**src/peq_pkg.sv**
```systemverilog
// Package: payload types and operation codes for the prioritized event queue.
package peq_pkg;

    typedef enum logic [3:0] {
        MODE_SIGNAL     = 4'd0,
        MODE_CALL       = 4'd1,
        MODE_COMPLETE   = 4'd2,
        MODE_UNCOMPLETE = 4'd3,
        MODE_FETCH      = 4'd4,
        MODE_DEFER      = 4'd5,
        MODE_CHOOSE     = 4'd6,
        MODE_QUERY      = 4'd7,
        MODE_ACK        = 4'd8
    } mode_t;

    localparam logic [1:0] KIND_SIGNAL     = 2'd0;
    localparam logic [1:0] KIND_COMPLETION = 2'd2;

    localparam logic [1:0] ST_OK      = 2'd0;
    localparam logic [1:0] ST_EMPTY   = 2'd1;
    localparam logic [1:0] ST_FULL    = 2'd2;
    localparam logic [1:0] ST_NO_CUR  = 2'd3;

    typedef struct packed {
        logic [3:0] mode;
        logic [7:0] event_id;
        logic [1:0] event_kind;
    } cmd_t;

    typedef struct packed {
        logic [1:0] status;
        logic [7:0] out_id;
        logic [1:0] out_kind;
        logic       is_contained;
        logic       is_completed;
        logic       matches_current;
    } rsp_t;

endpackage

```
**src/prioritized_event_queue.sv**
```systemverilog
// Top level: event dispatcher with internal stack, external and deferred queues.
//
// One command word per start; busy is high while it runs and drops
// in the cycle that carries the done strobe, so the next word can be taken there.
// Signal, call, defer, choose, acknowledge, an unused mode and a query of a
// non-completion kind pass only the read and response states; a fetch from a
// queue, or with nothing to fetch, also passes the fetch state. A fetch from the
// stack shifts the rest up, reading and then writing each entry. Complete shifts
// the stack down, one entry per cycle through the stack RAM, unless it is full.
// Uncomplete and a completion query scan the stack, reading then comparing each
// entry, and an uncomplete hit then shifts the remainder up.
// The completed bitmap lives in a RAM that is swept clear after reset, with busy
// high during the sweep. The response strobe (done) is high one cycle; the
// receiver cannot hold it off.
module prioritized_event_queue
    import peq_pkg::*;
#(
    parameter int QUEUE_DEPTH = 16,
    parameter int ID_COUNT    = 256
) (
    input  logic clk,
    input  logic rst_n,
    input  logic start,
    output logic busy,
    input  cmd_t cmd,
    output logic done,
    output rsp_t rsp
);

    localparam int AW = $clog2(QUEUE_DEPTH);
    localparam int CW = $clog2(QUEUE_DEPTH + 1);
    localparam int MW = $clog2(ID_COUNT);
    localparam logic [CW-1:0] FULL = CW'(QUEUE_DEPTH);

    typedef enum logic [3:0] {
        S_CLEAR, S_IDLE, S_RD, S_FETCH, S_DEFER, S_PUSH, S_SCAN, S_SHUP,
        S_SHDN, S_BMAP, S_RESP
    } state_t;

    state_t          state_reg;
    cmd_t            cmd_reg;
    rsp_t            rsp_reg;
    logic            done_reg;
    logic [CW-1:0]   icnt_reg, ecnt_reg, dcnt_reg;
    logic [AW-1:0]   ehead_reg, dhead_reg;
    logic            cur_valid_reg, chosen_reg;
    logic [7:0]      cur_id_reg;
    logic [1:0]      cur_kind_reg;
    logic [CW-1:0]   idx_reg;
    logic [MW-1:0]   clr_reg;
    logic            hit_reg;

    // stack RAM
    logic            s_we;
    logic [AW-1:0]   s_wa, s_ra;
    logic [7:0]      s_wd, s_rd;
    // queue RAMs
    logic            e_we, d_we;
    logic [AW-1:0]   e_wa, d_wa;
    logic [9:0]      e_wd, d_wd, e_rd, d_rd;
    // bitmap RAM
    logic            m_we;
    logic [MW-1:0]   m_wa, m_ra;
    logic            m_wd, m_rd;

    peq_ram #(.WIDTH(8), .DEPTH(QUEUE_DEPTH)) u_stack (
        .clk(clk), .we(s_we), .waddr(s_wa), .wdata(s_wd), .raddr(s_ra), .rdata(s_rd));
    peq_ram #(.WIDTH(10), .DEPTH(QUEUE_DEPTH)) u_ext (
        .clk(clk), .we(e_we), .waddr(e_wa), .wdata(e_wd), .raddr(ehead_reg), .rdata(e_rd));
    peq_ram #(.WIDTH(10), .DEPTH(QUEUE_DEPTH)) u_def (
        .clk(clk), .we(d_we), .waddr(d_wa), .wdata(d_wd), .raddr(dhead_reg), .rdata(d_rd));
    peq_ram #(.WIDTH(1), .DEPTH(ID_COUNT)) u_map (
        .clk(clk), .we(m_we), .waddr(m_wa), .wdata(m_wd), .raddr(m_ra), .rdata(m_rd));

    logic id_in_map;
    assign id_in_map = (32'(cmd_reg.event_id) < 32'(ID_COUNT));

    logic [AW-1:0] idx_a;
    assign idx_a = idx_reg[AW-1:0];

    // stack read address: scan and shift-up read idx; complete reads count-1
    // ahead, then shift-down reads idx-3 so entry idx-2 is there when idx drops
    always_comb
    begin
        s_ra = idx_a;
        if (state_reg == S_IDLE)
        begin
            s_ra = '0;
        end
        else if (state_reg == S_RD && cmd_reg.mode == MODE_COMPLETE)
        begin
            s_ra = AW'(icnt_reg - CW'(1));
        end
        else if (state_reg == S_SHDN)
        begin
            s_ra = AW'(idx_reg - CW'(3));
        end
    end

    // the word is read from the port while idle so the bit is ready in S_RD
    assign m_ra = (state_reg == S_IDLE) ? MW'(cmd.event_id) : MW'(cmd_reg.event_id);

    function automatic logic [AW-1:0] wrap_add(input logic [AW-1:0] a, input logic [CW-1:0] b);
        logic [CW:0] s;
        s = (CW+1)'(a) + (CW+1)'(b);
        if (s >= (CW+1)'(QUEUE_DEPTH))
        begin
            s = s - (CW+1)'(QUEUE_DEPTH);
        end
        return AW'(s);
    endfunction

    function automatic logic [AW-1:0] wrap_inc(input logic [AW-1:0] a);
        return (a == AW'(QUEUE_DEPTH - 1)) ? '0 : a + AW'(1);
    endfunction

    // memory writes
    always_comb
    begin
        s_we = 1'b0; s_wa = idx_a; s_wd = s_rd;
        e_we = 1'b0; e_wa = wrap_add(ehead_reg, ecnt_reg);
        e_wd = {cmd_reg.event_id, cmd_reg.mode[1:0]};
        d_we = 1'b0; d_wa = wrap_add(dhead_reg, dcnt_reg);
        d_wd = {cur_id_reg, cur_kind_reg};
        m_we = 1'b0; m_wa = MW'(cmd_reg.event_id); m_wd = 1'b0;
        unique case (state_reg)
            S_CLEAR:
            begin
                m_we = 1'b1; m_wa = clr_reg;
            end
            S_RD:
            begin
                if ((cmd_reg.mode == MODE_SIGNAL || cmd_reg.mode == MODE_CALL)
                    && ecnt_reg < FULL)
                begin
                    e_we = 1'b1;
                end
                if (cmd_reg.mode == MODE_DEFER && cur_valid_reg && dcnt_reg < FULL)
                begin
                    d_we = 1'b1;
                end
            end
            S_SHDN:
            begin
                // idx>1 moves entry idx-2 to idx-1; idx==1 puts new id at top
                s_we = 1'b1; s_wa = AW'(idx_reg - CW'(1));
                s_wd = (idx_reg == CW'(1)) ? cmd_reg.event_id : s_rd;
            end
            S_PUSH:
            begin
                // s_rd holds entry idx, read in S_SHUP
                s_we = 1'b1; s_wa = AW'(idx_reg - CW'(1));
            end
            S_BMAP:
            begin
                m_we = id_in_map;
                m_wd = (cmd_reg.mode == MODE_COMPLETE);
            end
            default: ;
        endcase
    end

    always_ff @(posedge clk or negedge rst_n)
    begin
        if (!rst_n)
        begin
            state_reg     <= S_CLEAR;
            cmd_reg       <= '0;
            rsp_reg       <= '0;
            done_reg      <= 1'b0;
            icnt_reg      <= '0;
            ecnt_reg      <= '0;
            dcnt_reg      <= '0;
            ehead_reg     <= '0;
            dhead_reg     <= '0;
            cur_valid_reg <= 1'b0;
            cur_id_reg    <= '0;
            cur_kind_reg  <= '0;
            chosen_reg    <= 1'b0;
            clr_reg       <= '0;
            idx_reg       <= '0;
            hit_reg       <= 1'b0;
        end
        else
        begin
            done_reg <= 1'b0;
            unique case (state_reg)
                S_CLEAR:
                begin
                    clr_reg <= clr_reg + MW'(1);
                    if (clr_reg == MW'(ID_COUNT - 1))
                    begin
                        state_reg <= S_IDLE;
                    end
                end
                S_IDLE:
                begin
                    if (start)
                    begin
                        cmd_reg   <= cmd;
                        rsp_reg   <= '0;
                        idx_reg   <= '0;
                        hit_reg   <= 1'b0;
                        state_reg <= S_RD;
                    end
                end
                S_RD:
                begin
                    state_reg <= S_RESP;
                    case (cmd_reg.mode) inside
                        MODE_SIGNAL, MODE_CALL:
                        begin
                            if (ecnt_reg < FULL)
                                ecnt_reg <= ecnt_reg + CW'(1);
                            else
                                rsp_reg.status <= ST_FULL;
                        end
                        MODE_COMPLETE:
                        begin
                            if (icnt_reg < FULL)
                            begin
                                idx_reg   <= icnt_reg + CW'(1);
                                state_reg <= S_SHDN;
                            end
                            else
                            begin
                                rsp_reg.status <= ST_FULL;
                                state_reg      <= S_BMAP;
                            end
                        end
                        MODE_UNCOMPLETE:
                            state_reg <= S_SCAN;
                        MODE_FETCH:
                            state_reg <= S_FETCH;
                        MODE_DEFER:
                        begin
                            if (!cur_valid_reg)
                                rsp_reg.status <= ST_NO_CUR;
                            else
                            begin
                                chosen_reg <= 1'b0;
                                if (dcnt_reg < FULL)
                                    dcnt_reg <= dcnt_reg + CW'(1);
                                else
                                    rsp_reg.status <= ST_FULL;
                            end
                        end
                        MODE_CHOOSE:
                            chosen_reg <= 1'b1;
                        MODE_QUERY:
                        begin
                            if (cur_valid_reg && cur_id_reg == cmd_reg.event_id
                                && cur_kind_reg == cmd_reg.event_kind)
                            begin
                                rsp_reg.matches_current <= 1'b1;
                                rsp_reg.is_contained    <= 1'b1;
                            end
                            if (!cur_valid_reg)
                                rsp_reg.status <= ST_NO_CUR;
                            if (cmd_reg.event_kind == KIND_COMPLETION)
                            begin
                                rsp_reg.is_completed <= m_rd && id_in_map;
                                state_reg <= S_SCAN;
                            end
                        end
                        MODE_ACK:
                        begin
                            if (cur_valid_reg)
                            begin
                                rsp_reg.out_id   <= cur_id_reg;
                                rsp_reg.out_kind <= cur_kind_reg;
                            end
                            else
                                rsp_reg.status <= ST_NO_CUR;
                        end
                        default: ;
                    endcase
                end
                S_FETCH:
                begin
                    // s_rd holds top of stack, e_rd/d_rd the queue heads
                    state_reg <= S_RESP;
                    if (icnt_reg != '0)
                    begin
                        cur_valid_reg <= 1'b1;
                        cur_id_reg    <= s_rd;
                        cur_kind_reg  <= KIND_COMPLETION;
                        rsp_reg.out_id   <= s_rd;
                        rsp_reg.out_kind <= KIND_COMPLETION;
                        idx_reg   <= CW'(1);
                        state_reg <= S_SHUP;
                    end
                    else if (chosen_reg && dcnt_reg != '0)
                    begin
                        cur_valid_reg <= 1'b1;
                        {cur_id_reg, cur_kind_reg} <= d_rd;
                        {rsp_reg.out_id, rsp_reg.out_kind} <= d_rd;
                        dhead_reg <= wrap_inc(dhead_reg);
                        dcnt_reg  <= dcnt_reg - CW'(1);
                    end
                    else if (ecnt_reg != '0)
                    begin
                        cur_valid_reg <= 1'b1;
                        {cur_id_reg, cur_kind_reg} <= e_rd;
                        {rsp_reg.out_id, rsp_reg.out_kind} <= e_rd;
                        ehead_reg <= wrap_inc(ehead_reg);
                        ecnt_reg  <= ecnt_reg - CW'(1);
                    end
                    else
                    begin
                        cur_valid_reg  <= 1'b0;
                        rsp_reg.status <= ST_EMPTY;
                    end
                end
                S_SCAN:
                begin
                    // reading entry idx; data arrives next cycle
                    if (hit_reg || idx_reg >= icnt_reg)
                    begin
                        state_reg <= (cmd_reg.mode == MODE_QUERY) ? S_RESP : S_BMAP;
                    end
                    else
                    begin
                        state_reg <= S_DEFER;
                    end
                end
                S_DEFER:
                begin
                    // compare read data of entry idx
                    if (s_rd == cmd_reg.event_id)
                    begin
                        if (cmd_reg.mode == MODE_QUERY)
                        begin
                            rsp_reg.is_contained <= 1'b1;
                            state_reg <= S_RESP;
                        end
                        else
                        begin
                            idx_reg   <= idx_reg + CW'(1);
                            state_reg <= S_SHUP;
                        end
                    end
                    else
                    begin
                        idx_reg   <= idx_reg + CW'(1);
                        state_reg <= S_SCAN;
                    end
                end
                S_SHUP:
                begin
                    // read entry idx here, move it up to idx-1 in S_PUSH
                    if (idx_reg >= icnt_reg)
                    begin
                        icnt_reg  <= icnt_reg - CW'(1);
                        state_reg <= (cmd_reg.mode == MODE_FETCH) ? S_RESP : S_BMAP;
                    end
                    else
                    begin
                        state_reg <= S_PUSH;
                    end
                end
                S_PUSH:
                begin
                    state_reg <= S_SHUP;
                    idx_reg   <= idx_reg + CW'(1);
                end
                S_SHDN:
                begin
                    if (idx_reg == CW'(1))
                    begin
                        icnt_reg  <= icnt_reg + CW'(1);
                        state_reg <= S_BMAP;
                    end
                    else
                    begin
                        state_reg <= S_SHDN;
                    end
                    idx_reg <= idx_reg - CW'(1);
                end
                S_BMAP:
                    state_reg <= S_RESP;
                S_RESP:
                begin
                    done_reg  <= 1'b1;
                    state_reg <= S_IDLE;
                end
                default:
                    state_reg <= S_IDLE;
            endcase
        end
    end

    assign busy = (state_reg != S_IDLE);
    assign done = done_reg;
    assign rsp  = rsp_reg;

endmodule

```
**src/peq_ram.sv**
```systemverilog
// Generic single-port-write, single-read RAM with registered read data.
module peq_ram #(
    parameter int WIDTH = 8,
    parameter int DEPTH = 16
) (
    input  logic                     clk,
    input  logic                     we,
    input  logic [$clog2(DEPTH)-1:0] waddr,
    input  logic [WIDTH-1:0]         wdata,
    input  logic [$clog2(DEPTH)-1:0] raddr,
    output logic [WIDTH-1:0]         rdata
);

    logic [WIDTH-1:0] mem [DEPTH];

    always_ff @(posedge clk)
    begin
        if (we)
        begin
            mem[waddr] <= wdata;
        end
        rdata <= mem[raddr];
    end

endmodule
```
**config.mk**
```make
export PLATFORM = sky130hd
export DESIGN_NAME = prioritized_event_queue
export DESIGN_NICKNAME = d
export VERILOG_FILES = /design/src/peq_pkg.sv /design/src/prioritized_event_queue.sv /design/src/peq_ram.sv
export SDC_FILE = /design/constraint.sdc
export NUM_CORES = 1
export LEC_CHECK = 0
export ABC_AREA = 1
export BUFFER_PORTS_ARGS = -buffer_cell sky130_fd_sc_hd__buf_2
export CAP_MARGIN = 20
export CORE_ASPECT_RATIO = 0.5
export CORE_MARGIN = 2
export CORE_UTILIZATION = 60
export CTS_BUF_LIST = sky130_fd_sc_hd__clkbuf_8
export DETAILED_ROUTE_END_ITERATION = 10
export MAX_ROUTING_LAYER = met4
export PLACE_DENSITY = 0.76
export SETUP_SLACK_MARGIN = 0.3
export SYNTH_ARGS = -nofsm -noshare
export SYNTH_HDL_FRONTEND = slang
export SYNTH_SLANG_ARGS = --single-unit
```
**constraint.sdc**
```tcl
create_clock -name clk -period 9.16 [get_ports clk]
set_clock_uncertainty 0.05 [all_clocks]
set_input_delay 0.458 -clock clk [delete_from_list [all_inputs] [get_ports clk]]
set_output_delay 0.458 -clock clk [all_outputs]
set_load 0.01 [all_outputs]
```
# Word level (Yosys, flattened, before mapping)
# Memory sizes are Yosys's and may differ from the RTL's. A register that Yosys moved wholly into a read port is not among the register bits.
# Index checks and enable logic that the tools add are counted.
# word_totals
mem_bits_rw	704
rom_bits	0
mem_count	4
input_bits	17
out_inout_bits	17
reg_bits	82
word_cells	290
latchBits	0
# mem_list
name	words	word_bits	rd	rd_clocked_by_memory_dff	wr	line_no	text
u_map.mem	256	1	1	1	1	peq_ram.sv:14	logic [WIDTH-1:0] mem [DEPTH];
u_def.mem	16	10	1	1	1	peq_ram.sv:14	
u_ext.mem	16	10	1	1	1	peq_ram.sv:14	
u_stack.mem	16	8	1	1	1	peq_ram.sv:14	
# op_classes
n_mux	130
addsub	16
n_shift	0
n_div	0
n_lt_le_gt_ge	6
reduce_logical	39
n_eq_ne	67
n_mul	0
bitwise	6
# op_table
cell	count
2-to-1 mux 10 bit	12
2-to-1 mux 5 bit	23
2-to-1 mux 4 bit	23
2-to-1 mux 8 bit	7
2-to-1 mux 2 bit	21
!= test 2 bit (second input constant)	20
one-hot mux 4 bit (10 select lines)	1
one-hot mux 12 bit (3 select lines)	1
AND reduction 12 bit	3
equality test 4 x 3 -> 1 bit (second input constant)	8
one-hot mux 5 bit (2 select lines)	3
one-hot mux 5 bit (6 select lines)	1
AND reduction 10 bit	3
2-to-1 mux 1 bit	28
equality test 4 bit (second input constant)	6
!= test 2 x 1 -> 1 bit (second input constant)	11
2-to-1 mux 3 bit	7
adder 5 x 1 -> 5 bit (second input constant)	4
subtractor 5 x 1 -> 5 bit (second input constant)	4
equality test 4 x 2 -> 1 bit (second input constant)	4
equality test 8 bit	2
< comparator 5 bit (second input constant)	3
2-to-1 mux 15 bit	1
nonzero test 5 bit	3
34 further kinds	65

# Longest topological paths before layout
# depth
depth_word	12
ltp_mapped	17
mapped_depth_nobuf	15

# Cells and area by module
# A second synthesis with hierarchy kept.
# hier_totals
hier_cells	3987
hier_area_um2	38080.3
# modules_own_cells
mod	seq_area_each_um2	area_each_um2	n_inst	cells_each
peq_ram at u_map	7707.4	11717.5	1	1184
peq_ram at u_ext	5004.8	7179.4	1	682
peq_ram at u_def	5004.8	7171.9	1	682
prioritized_event_queue	2052.0	6244.7	1	888
peq_ram at u_stack	4003.8	5766.8	1	551

# Least setup slack after synthesis
# No wires, ideal clock.
# synth_path
path_kind	flip-flop to flip-flop
start	register cmd_reg[11] in the netlist's numbering
end	memory u_map.mem[0], data pin
required_time_ns	7.722
path_buffers	0
synth_period_minus_slack_ns	8.252
setup_time_ns	1.388
t_arrival_ns	6.814
stages_incl_launch_ff	5
path_slack_ns	0.908
cell_sequence	dfrtp_1 > inv_1 > nor2_1 > nand2_1 > nor2_1
# synth_between
elab_chain_cells	2
# synth_rtl
item	line_no	text
start, declared	prioritized_event_queue.sv:41	cmd_t cmd_reg;
start signal, assigned	prioritized_event_queue.sv:200	cmd_reg <= cmd;
equality test 4 x 2 -> 1 bit	prioritized_event_queue.sv:157	m_wd = (cmd_reg.mode == MODE_COMPLETE);
2-to-1 mux 1 bit	prioritized_event_queue.sv:126	unique case (state_reg)
net m_wd	prioritized_event_queue.sv:64	logic m_wd, m_rd;
end, declared	peq_ram.sv:14	
# The timed path passes the listed nets, and every way through them passes these cells.

# Final worst setup path
# layout_path
start	register cmd_reg[11] in the netlist's numbering
end	register u_stack.rdata[3] (read register of u_stack.mem)
# layout_between
elab_chain_cells	4
# layout_rtl
item	line_no	text
equality test 4 x 2 -> 1 bit	prioritized_event_queue.sv:90	else if (state_reg == S_RD && cmd_reg.mode == MODE_COMPLETE)
logical AND 1 bit	prioritized_event_queue.sv:90	
2-to-1 mux 4 bit	prioritized_event_queue.sv:90	
2-to-1 mux 4 bit	prioritized_event_queue.sv:86	if (state_reg == S_IDLE)
end, declared	peq_ram.sv:11	output logic [WIDTH-1:0] rdata
# Every way passes these cells.
# A chain may end at the register's enable or synchronous reset.

==> results_tabular.tex <==
\begin{tabular}{lr}
\hline
Metric & Value \\
\hline
\multicolumn{2}{l}{\textbf{Power and ir drop}} \\
Worst voltage drop across the vdd grid & 0.140 mV \\
Post-layout power & 6.85 mW \\
LEAKAGE & 14.7 nW \\
Total power per unit cell area & 174 nW/um2 \\
\multicolumn{2}{l}{\textbf{CTS}} \\
CTS buffer count & 110 \\
Num Clock Sinks & 815 \\
Bufs on Longest Clock Path & 3 \\
Clock edge transition at the registers on the reported setup and hold paths & 0.07 ns \\
Clock latency on the worst-skew pair & 0.73 ns \\
Clock tree root driver cell & sky130\_fd\_sc\_hd\_\_clkbuf\_8 \\
H-tree lvl count & 3 \\
Clock tree from TritonCTS & built \\
PostCTS Resize Cnt & 0 \\
\multicolumn{2}{l}{\textbf{Cells and area}} \\
Final antenna diode count & 0 \\
Layout Nets & 3558 \\
Register name with the most flops & u\_map.mem \\
Registers with the most flip-flops & u\_map.mem: 256 flops, u\_def.mem: 160 flops, u\_ext.mem: 160 flops \\
Fraction of final layout cells with drive strength greater than 1 & 0.0756 \\
Synthesis-to-layout area growth & 8.43\% \\
Post-Layout Inst Area & 39400 um2 \\
Filler Cells Inserted & 4659 \\
Max FFs per register & 256 \\
\multicolumn{2}{l}{\textbf{Synthesis}} \\
Post-synthesis cell count & 3488 \\
Synthesis warning total & 0 \\
Sequential cell area fraction in the yosys report & 0.654 \\
Area share of the largest cell type after synthesis & 0.581 \\
Synthesized area per cell & 10.4 um2 \\
Cell type contributing the most total cell area after synthesis & sky130\_fd\_sc\_hd\_\_edfxtp\_1 \\
Netlist Area Pre-Place & 36400 um2 \\
Synth unique cells & 54 \\
Number of enable-type register cells in the synthesized netlist & 704 \\
Net count after synthesis & 3536 \\
Number of storage elements in the synthesis netlist & 815 \\
Top cells by count, synth & 704 x sky130\_fd\_sc\_hd\_\_edfxtp\_1, 609 x sky130\_fd\_sc\_hd\_\_nand2\_1, 556 x sky130\_fd\_sc\_hd\_\_nor2\_1 \\
Leading post-synthesis cells by cell area & sky130\_fd\_sc\_hd\_\_edfxtp\_1 58\%, sky130\_fd\_sc\_hd\_\_nand2\_1 6.3\%, sky130\_fd\_sc\_hd\_\_nor2\_1 5.7\% \\
Leading register cell type out of synthesis & sky130\_fd\_sc\_hd\_\_edfxtp\_1 \\
Most numerous cell in the Yosys netlist & sky130\_fd\_sc\_hd\_\_edfxtp\_1 \\
Fraction of synthesis flops using an asynchronous set or reset pin & 0.101 \\
\multicolumn{2}{l}{\textbf{Critical path}} \\
Ordered list of cells on the worst path & inv\_1, nor3\_1, nand2\_2, o211ai\_4, buf\_4, nand2\_1, o21ai\_0, o21ai\_0, o211ai\_1, nand2\_1 \\
Worst R2R Start & cmd\_reg[11]\$\_DFFE\_PN0P\_ \\
CP Class & reg -> reg \\
Kind of cell adding the most delay to the critical path & compound AO/OA/AOI/OAI gates \\
Worst-case reg-to-reg path depth & 10 \\
Worst EP required & 9.72 ns \\
R2r setup slk & 4.78 ns \\
Highest cell delay on the worst timing path & 0.91 ns \\
Kind of start point of the critical path & flip-flop \\
Buf+Inv Stages, Crit Path & 2 \\
Reg-to-reg critical path endpoint & u\_stack.rdata[3]\$\_DFF\_P\_ \\
Crit end category & flip-flop \\
Master of the slowest instance on the critical path & sky130\_fd\_sc\_hd\_\_o211ai\_4 \\
CP Data Arrival Time & 4.95 ns \\
Crit Path Max Fanout & 85 \\
\multicolumn{2}{l}{\textbf{Min path}} \\
Class of the tightest hold or removal check & in -> async \\
\multicolumn{2}{l}{\textbf{GRT}} \\
Wire length of the first global-routing pass & 142 mm \\
Total routing resource utilization after global routing & 0.301 \\
Global Route met3 Usage & 0.0470 \\
Met1 GRT Util & 0.413 \\
Grt met2 use & 0.471 \\
Via count of the first global-routing pass & 24800 \\
Pin count of the biggest net entering global routing & 132 \\
Gr busiest metal & met2 \\
Grt ovf & 0 \\
Antenna violations before repair & 0 \\
\multicolumn{2}{l}{\textbf{Timing}} \\
Final setup vio count & 0 \\
Max Clk Rate & 228 MHz \\
Slew of the pin with the lowest slew margin & 1.16 ns \\
Max-slew headroom & 0.226 \\
Count of pins over their slew limit & 0 \\
Hold Violations, Final & 0 \\
Setup Total Neg Slack & 0 ns \\
Unrepaired setup endpoints after global routing & no \\
Final period demand of the worst path & 4.38 ns \\
Final period util & 0.479 \\
\multicolumn{2}{l}{\textbf{Routing}} \\
Starting DRT DRC Count & 3202 \\
Routed vias & 26100 \\
Number of iterations in the first detailed-routing pass & 6 \\
Post-detailed-route via-to-cell ratio & 5.91 \\
Routed wirelength normalized by instance count & 20.8 um \\
Post-route DRC & 0 \\
Routed Wire Length & 91.9 mm \\
Antenna Nets Post-Route & 0 \\
\multicolumn{2}{l}{\textbf{Outcome}} \\
Status & completed \\
\multicolumn{2}{l}{\textbf{Placed design}} \\
Post-detail-place hpwl & 55.3 mm \\
Final weighted congestion of routability-driven global placement & 0.950 \\
Placement Cell Area & 37100 um2 \\
Number of I/O port buffers & 33 \\
\multicolumn{2}{l}{\textbf{Die}} \\
Initial cell density of the core & 0.610 \\
Cell Rows & 63 \\
Area inside the core boundary & 59600 um2 \\
Boundary pin count & 34 \\
DIE WIDTH & 352 um \\
Die area & 62700 um2 \\
DIE HEIGHT & 178 um \\
\multicolumn{2}{l}{\textbf{Flow run}} \\
Reported max-cap violation count & 0 \\
\hline
\end{tabular}
metrics by stage:
stage          hold WS [ns]  utilization  worst slack, ns  cells
2_1_floorplan         0.112            -            0.908   3488
3_3_place_gp          0.413        0.622             5.06   4185
3_5_place_dp          0.419        0.623             4.82   4191
4_1_cts               0.187        0.660             4.83   4406
5_1_grt               0.238        0.662             4.24   4410
6_report              0.232        0.662             4.78   4410
worst max-delay path by stage:
stage | endpoint | depth (start not counted) | slack, ns | from
2_1_floorplan | u_map.mem[0]$_DFFE_PP_ | 4 | 0.91 | cmd_reg[11]$_DFFE_PN0P_
3_3_place_gp | u_stack.rdata[6]$_DFF_P_ | 10 | 5.06 | cmd_reg[11]$_DFFE_PN0P_
3_5_place_dp | u_stack.rdata[3]$_DFF_P_ | 10 | 4.82 | cmd_reg[11]$_DFFE_PN0P_
4_1_cts | u_stack.rdata[4]$_DFF_P_ | 10 | 4.83 | cmd_reg[11]$_DFFE_PN0P_
5_1_grt | u_stack.rdata[3]$_DFF_P_ | 10 | 4.24 | cmd_reg[11]$_DFFE_PN0P_
6_report | u_stack.rdata[3]$_DFF_P_ | 10 | 4.78 | cmd_reg[11]$_DFFE_PN0P_
final cells by class:
class                           instances  area [um2]  area share
Clock buffer                          119        1640      0.0415
Sequential cell                       815       23800       0.603
Clock inverter                         81         424      0.0108
Tap cell                              812        1020      0.0258
Timing Repair Buffer                   87         714      0.0181
Multi-Input combinational cell       2120       10400       0.265
Inverter                              376        1420      0.0359
layer usage:
layer | wire, um | part of all wire | vias up
met5 | 0 | 0 | -
met4 | 2540 | 0.028 | 0
met3 | 7830 | 0.085 | 191
met2 | 42900 | 0.47 | 1266
met1 | 38600 | 0.42 | 12600
li1 | - | - | 12000
placed cells by master, fill, tap and decap left out, types with 27 or more instances in the layout:
cell type,instances
sky130_fd_sc_hd__buf_4,32
sky130_fd_sc_hd__nand2_1,607
sky130_fd_sc_hd__clkbuf_8,119
sky130_fd_sc_hd__ha_1,27
sky130_fd_sc_hd__o221ai_1,31
sky130_fd_sc_hd__xor2_1,29
sky130_fd_sc_hd__o21ai_0,200
sky130_fd_sc_hd__nand3_1,343
sky130_fd_sc_hd__o211ai_1,97
sky130_fd_sc_hd__o22ai_1,30
sky130_fd_sc_hd__buf_2,32
sky130_fd_sc_hd__dfxtp_1,29
sky130_fd_sc_hd__inv_1,411
sky130_fd_sc_hd__nor2_1,554
sky130_fd_sc_hd__dfrtp_1,79
sky130_fd_sc_hd__o32ai_1,27
sky130_fd_sc_hd__edfxtp_1,704
power breakdown:
part	switching, mW	total (mW)	internal (mW)	leakage (nW)
Clock	1.40	2.66	1.26	1.24
Sequential	0.0221	4.02	4.00	6.42
Combinational	0.123	0.173	0.0503	7.06
Total	1.54	6.85	5.31	14.7
kinds of logic after synthesis:
kind of cell | after synthesis | share of synthesized area
compound gates | 461 | 0.0809
xor+xnor | 43 | 0.0104
fa+ha+maj | 31 | 0.0115
buf+inv | 553 | 0.0604
flops | 815 | 0.654
mux | 17 | 0.00478
simple gates | 1568 | 0.178
what timing repair did:
action                    in CTS  in global routing
hold endpoints to repair      96                  0
buffers inserted               0                  0
hold buffers                  15                  0
(Power assumes the default switching activity.)
